$ cat src/hdl/cbrt_pkg.sv
`timescale 1ns / 1ps
package cbrt_pkg;
	localparam int LimbW   = 64;
	localparam int RadW    = 6 * LimbW;
	localparam int RootW   = 2 * LimbW;
	localparam int SqW     = 2 * RootW;
	localparam int RemW    = SqW + 6;
	localparam int StepW   = 7;

	typedef enum logic [1:0] {
		ST_IDLE,
		ST_CALC,
		ST_TRIAL,
		ST_DONE
	} cbrt_state_t;

	typedef struct packed {
		logic load;
		logic calc;
		logic trial;
	} cbrt_ctl_t;
endpackage

$ cat src/hdl/cube_root_384_bit_core.sv
`timescale 1ns / 1ps
// channel | ports                                   | handshake
// input   | limb_zero..limb_five, limb_count        | start high while busy low
// result  | root_low, root_high                     | done strobe, one cycle
//
// One root runs from the accepting edge through 128 root bits, each a calc
// state (build trial term) and then a trial state (compare and subtract on
// the 262-bit adder path), and then the done state. Busy stays high through
// the done cycle, so a new beat is accepted only back in idle. Reset leaves
// the block idle. The receiver cannot stall: the result stays on the ports
// from the done cycle until the next beat is accepted.
module cube_root_384_bit_core import cbrt_pkg::*; (
	input  logic             clk,
	input  logic             arst_n,
	input  logic             start,
	output logic             busy,
	output logic             done,
	input  logic [LimbW-1:0] limb_zero,
	input  logic [LimbW-1:0] limb_one,
	input  logic [LimbW-1:0] limb_two,
	input  logic [LimbW-1:0] limb_three,
	input  logic [LimbW-1:0] limb_four,
	input  logic [LimbW-1:0] limb_five,
	input  logic [2:0]       limb_count,
	output logic [LimbW-1:0] root_low,
	output logic [LimbW-1:0] root_high
);
	cbrt_ctl_t        ctl;
	logic [RadW-1:0]  rad;
	logic [RootW-1:0] root;

	// drop limbs above the count
	always_comb begin
		rad = {limb_count > 3'd5 ? limb_five  : '0,
		       limb_count > 3'd4 ? limb_four  : '0,
		       limb_count > 3'd3 ? limb_three : '0,
		       limb_count > 3'd2 ? limb_two   : '0,
		       limb_count > 3'd1 ? limb_one   : '0,
		       limb_count > 3'd0 ? limb_zero  : '0};
	end

	cbrt_ctrl u_ctrl (
		.clk(clk), .arst_n(arst_n), .start(start),
		.busy(busy), .done(done), .ctl(ctl)
	);

	cbrt_unit u_unit (
		.clk(clk), .ctl(ctl), .rad_in(rad), .root(root)
	);

	assign root_low  = root[LimbW-1:0];
	assign root_high = root[RootW-1:LimbW];
endmodule

$ cat src/hdl/cbrt_ctrl.sv
`timescale 1ns / 1ps
module cbrt_ctrl import cbrt_pkg::*; (
	input  logic      clk,
	input  logic      arst_n,
	input  logic      start,
	output logic      busy,
	output logic      done,
	output cbrt_ctl_t ctl
);
	cbrt_state_t state_q, state_d;
	logic [StepW-1:0] cnt_q;

	always_comb begin
		state_d = state_q;
		case (state_q)
			ST_IDLE:  if (start) state_d = ST_CALC;
			ST_CALC:  state_d = ST_TRIAL;
			ST_TRIAL: state_d = (cnt_q == '1) ? ST_DONE : ST_CALC;
			ST_DONE:  state_d = ST_IDLE;
			default:  state_d = ST_IDLE;
		endcase
	end

	always_comb begin
		busy = (state_q != ST_IDLE);
		done = (state_q == ST_DONE);
		ctl.load  = (state_q == ST_IDLE) && start;
		ctl.calc  = (state_q == ST_CALC);
		ctl.trial = (state_q == ST_TRIAL);
	end

	always_ff @(posedge clk or negedge arst_n) begin
		if (!arst_n) begin
			state_q <= ST_IDLE;
			cnt_q   <= '0;
		end else begin
			state_q <= state_d;
			if (ctl.load)
				cnt_q <= '0;
			else if (ctl.trial)
				cnt_q <= cnt_q + 1'b1;
		end
	end

	// a result beat only follows the last trial
	a_done_after_trial: assert property (@(posedge clk) disable iff (!arst_n)
		done |-> $past(state_q == ST_TRIAL) && $past(cnt_q == '1))
		else $error("done without final trial");
	a_accept_busy: assert property (@(posedge clk) disable iff (!arst_n)
		start && !busy |=> busy && cnt_q == '0)
		else $error("accepted beat did not start a root");
	a_one_done: assert property (@(posedge clk) disable iff (!arst_n)
		done |=> !done && !busy)
		else $error("done held for more than one cycle");
endmodule

$ cat src/hdl/cbrt_unit.sv
`timescale 1ns / 1ps
module cbrt_unit import cbrt_pkg::*; (
	input  logic             clk,
	input  cbrt_ctl_t        ctl,
	input  logic [RadW-1:0]  rad_in,
	output logic [RootW-1:0] root
);
	logic [RadW-1:0]  rad_q;
	logic [RootW-1:0] y_q;
	logic [SqW-1:0]   sq_q;
	logic [RemW-1:0]  rem_q, remsh_q, b_q;
	logic [RemW-1:0]  t, b_d;
	logic             fits;

	// 3*(y'^2 + y') + 1 with y' = 2y, y'^2 = 4*sq
	always_comb begin
		t    = {4'b0, sq_q, 2'b0} + {{(RemW-RootW-1){1'b0}}, y_q, 1'b0};
		b_d  = t + {t[RemW-2:0], 1'b0} + {{(RemW-1){1'b0}}, 1'b1};
		fits = (remsh_q >= b_q);
	end

	always_ff @(posedge clk) begin
		if (ctl.load) begin
			rad_q <= rad_in;
			y_q   <= '0;
			sq_q  <= '0;
			rem_q <= '0;
		end else if (ctl.calc) begin
			remsh_q <= {rem_q[RemW-4:0], rad_q[RadW-1 -: 3]};
			rad_q   <= {rad_q[RadW-4:0], 3'b0};
			b_q     <= b_d;
		end else if (ctl.trial) begin
			if (fits) begin
				rem_q <= remsh_q - b_q;
				y_q   <= {y_q[RootW-2:0], 1'b1};
				sq_q  <= {sq_q[SqW-3:0], 2'b0} + {{(SqW-RootW-2){1'b0}}, y_q, 2'b0}
					+ {{(SqW-1){1'b0}}, 1'b1};
			end else begin
				rem_q <= remsh_q;
				y_q   <= {y_q[RootW-2:0], 1'b0};
				sq_q  <= {sq_q[SqW-3:0], 2'b0};
			end
		end
	end

	assign root = y_q;
endmodule
$ cat config.mk
export PLATFORM = sky130hd
export DESIGN_NAME = cube_root_384_bit_core
export DESIGN_NICKNAME = d
export VERILOG_FILES = /design/src/hdl/cbrt_pkg.sv /design/src/hdl/cube_root_384_bit_core.sv /design/src/hdl/cbrt_ctrl.sv /design/src/hdl/cbrt_unit.sv
export SDC_FILE = /design/constraint.sdc
export NUM_CORES = 2
export LEC_CHECK = 0
export BUFFER_PORTS_ARGS = -buffer_cell sky130_fd_sc_hd__clkbuf_2
export CAP_MARGIN = 10
export CORE_ASPECT_RATIO = 1.75
export CORE_MARGIN = 2
export CORE_UTILIZATION = 30
export CTS_CLUSTER_SIZE = 14
export DETAILED_ROUTE_END_ITERATION = 7
export HOLD_SLACK_MARGIN = 0.06
export PLACE_DENSITY = 0.48
export SLEW_MARGIN = 20
export SYNTH_ARGS = -nofsm -noshare
export SYNTH_HDL_FRONTEND = slang
export SYNTH_SLANG_ARGS = --single-unit
$ cat constraint.sdc
create_clock -name clk -period 29.5 [get_ports clk]
set_input_delay 0 -clock clk [delete_from_list [all_inputs] [get_ports clk]]
set_output_delay 0 -clock clk [all_outputs]
set_load 0.02 [all_outputs]
==> metrics.csv <==
stage,metric,value,unit
run_status,status,"complete, no violations",
cts,cts_tree,built,
drt,routed_via_density,5.60,
critical_path,worstSetupEndpointType,register,
yosys,ys_ff_latch,1556,
global_routing,grt_overflow,0,
final_layout,syn_to_final_growth,18.7,%
pwr,powerDensity,86.2,nW/um^2
placement,place.gp.congestion,0.998,
timing,finalSetupViolations,0,
floorplanning,core,381000,sq um
placement,dpl_cell_area,121000,sq um
pwr,p_leak,53.7,nW
critical_path,critPathArrivalTime,11.41,ns
cts,cts.sinks,1556,
critical_path,cp.required,30.13,ns
cts,clkTransAtPathRegs,0.06,ns
pwr,peakVddDrop,0.0000927,V
yosys,ys.flop_type,edfxtp_1,
yosys,yosysWarnings,0,
cts,clk_latency,0.95,ns
timing,rsz0062_at_grt,false,
placement,place.detailed.hpwl,433000,microns
drt,drt_wl_total,546000,microns
yosys,synthCells,14200,
global_routing,grt.met2_usage,52.7,%
placement,io_buffer_count,519,
critical_path,startpoint,u_unit.root[0],
yosys,synth_compound_gate_area_share,25.1,%
yosys,synth_fp_nets,15400,
global_routing,grt_pass1_vias,118000,
critical_path,r2r-start,u_unit.root[0],
yosys,synth_cell_type_count,103,
global_routing,antenna_found_initial,56,
final_layout,fillers,40100,
cts,cts_hold_buffers,877,
critical_path,cp_slowest_cell,a2111oi_1,
timing,clock_skew,0.122,ns
final_layout,design_area,136000,sq um
critical_path,crit_fanout,14,
yosys,synthSimpleGateAreaFrac,18.9,%
yosys,synth-seq-area-share,35.2,%
yosys,synth_largest_area_cell,edfxtp_1,
timing,timing.setup.tns,0,ns
drt,drt-initial-drc-count,7908,
cts,ctsResizeCount,0,
yosys,synth_xor_area_share,7.68,%
drt,drc_errors,0,
final_layout,nets,16300,
floorplanning,die_h,821,microns
drt,drt_pass1_iterations,8,
yosys,synth_fa_ha_area_share,8.48,%
critical_path,crit_path_max_incr_delay,0.82,ns
yosys,netlist_area,114000,sq um
cts,clockBufferDepth,4,
floorplanning,dieWidth,471,microns
cts,htree_levels,4,
yosys,synth_edf_count,906,
floorplanning,start_util,30.1,%
cts,cts-buffers-inserted,177,
global_routing,grt_max_degree,171,
yosys,synth.most_common_cell,nand2_1,
timing,fmax,92.8,MHz
critical_path,timing.rr.end,u_unit.b_q[257],
global_routing,grt_use_met3,3.67,%
yosys,synthArstFlopShare,0.578,%
hold_path,holdCritPathClass,input pin to register,
timing,drv_slew,0,
global_routing,grt_pass1_wl,785000,microns
drt,dr_total_vias,114000,
final_layout,drive_above_1_share,6.70,%
timing,max_slew_margin,11.1,%
critical_path,crit_end,u_unit.b_q[257],
global_routing,busiest_layer,met2,
timing,tightest_slew,1.32,ns
floorplanning,die_area,386000,sq um
cts,cts_setup_buffers,0,
flow_run,drv_cap,0,
yosys,synth_common_cells,"nand2_1, a21oi_1, o21ai_0, nor2_1, edfxtp_1",
floorplanning,ios,520,
critical_path,startpoint_type,register,
global_routing,grt_usage,27.3,%
timing,whs,0.117,ns
timing,timing.final.crit_period,10.78,ns
drt,wire_per_inst,26.9,microns
critical_path,r2r_slack,18.72,ns
timing,hold_violations,0,
yosys,synthTopCellsByArea,"edfxtp_1, dfxtp_1, ha_1, nand2_1, a21oi_1",
yosys,synth_top_family_by_area,compound AO/OA/AOI/OAI gates,
timing,post-route-period-util,36.5,%
cts,cts_root_buf,clkbuf_16,
global_routing,use_met1,23.9,%
yosys,synthMuxAreaShare,0.140,%
drt,postRouteAntennaNets,0,
floorplanning,row_count,300,
critical_path,path_class,register to register,
yosys,syn_area_per_cell,8.03,sq um
critical_path,ff2ff_path_depth,33,
yosys,yosysTopAreaCellShare,23.8,%
==> registers in the layout, summed over array words and instances (netlist names) <==
signal          flops
u_unit.rad_q      384
u_unit.remsh_q    262
u_unit.b_q        260
u_unit.rem_q      259
u_unit.sq_q       254
u_unit.root       128
u_ctrl.cnt_q        7
u_ctrl.state_q      2
==> cell families after synthesis <==
kind of cell             Yosys count
flip-flops                      1556
AO/OA/AOI/OAI                   4726
buffers and inverters           1347
XOR/XNOR                        1003
AND/OR/NAND/NOR                 4821
adder cells (fa/ha/maj)          775
multiplexers                      16
==> worst max-delay path: cells and delay by family, from the launching register on <==
kind            cells  cell delay (ns)
flops               1             0.51
simple gates       10             2.75
buf+inv             2             0.57
xor+xnor            2             0.23
fa+ha+maj           3             1.02
compound gates     16             5.41
==> power breakdown <==
group / total, mW / internal (mW) / switching (mW)
clock network: 2.34 / 1.31 / 1.03
logic: 5.59 / 1.75 / 3.84
registers: 3.78 / 3.33 / 0.447
total: 11.7 / 6.39 / 5.31
==> final cells by class <==
| cell class | instances | area (sq um) | area share [%] |
|---|---|---|---|
| sequential | 1556 | 40300 | 29.6 |
| clock buffer | 208 | 4690 | 3.45 |
| multi-input combinational | 11300 | 69200 | 50.9 |
| timing repair buffer | 1493 | 12200 | 8.95 |
| antenna | 43 | 108 | 0.0792 |
| inverter | 552 | 2070 | 1.53 |
| clock inverter | 108 | 1130 | 0.832 |
| tap | 4983 | 6230 | 4.59 |
==> through the flow <==
step | setup WS (ns) | utilization (%) | cells | power (mW)
3_5_place_dp | 18.83 | 31.8 | 19000 | 9.20
3_3_place_gp | 18.89 | 31.8 | 19000 | 9.19
2_1_floorplan | 0.695 | - | 14200 | 7.78
4_1_cts | 18.77 | 35.7 | 20200 | 11.7
6_report | 18.72 | 35.7 | 20300 | 11.7
5_1_grt | 18.01 | 35.7 | 20300 | 12.3
==> cell usage in the layout (no fill, tap or decap), drive strengths merged, types with 624 or more instances in the layout <==
| cell type | Yosys | layout |
|---|---|---|
| a21oi | 1524 | 1524 |
| clkbuf | 705 | 727 |
| dfxtp | 641 | 641 |
| dlygate4sd3 | 0 | 877 |
| edfxtp | 906 | 906 |
| ha | 774 | 774 |
| nand2 | 2125 | 2125 |
| nor2 | 1096 | 1096 |
| o21ai | 1497 | 1497 |
| xnor2 | 624 | 624 |
==> metal layers <==
metal	routed length [microns]	up-vias
li1	-	53500
met1	173000	54600
met2	289000	3788
met3	22200	1820
met4	61500	16
met5	108	-
==> worst min-delay path by stage <==
stage,endpoint,start,slack [ns],cells past startpoint
global placement,u_ctrl.state_q[0],arst_n,-0.12,1
finish,u_unit.rad_q[341],limb_count[1],0.12,4
detailed placement,u_ctrl.cnt_q[6],arst_n,-0.12,1
CTS,u_unit.rad_q[54],limb_count[0],0.06,5
global route,u_unit.rad_q[114],limb_one[50],0.10,4
floorplan,u_ctrl.cnt_q[0],arst_n,-0.30,0
Power figures use the tool's default switching activity.
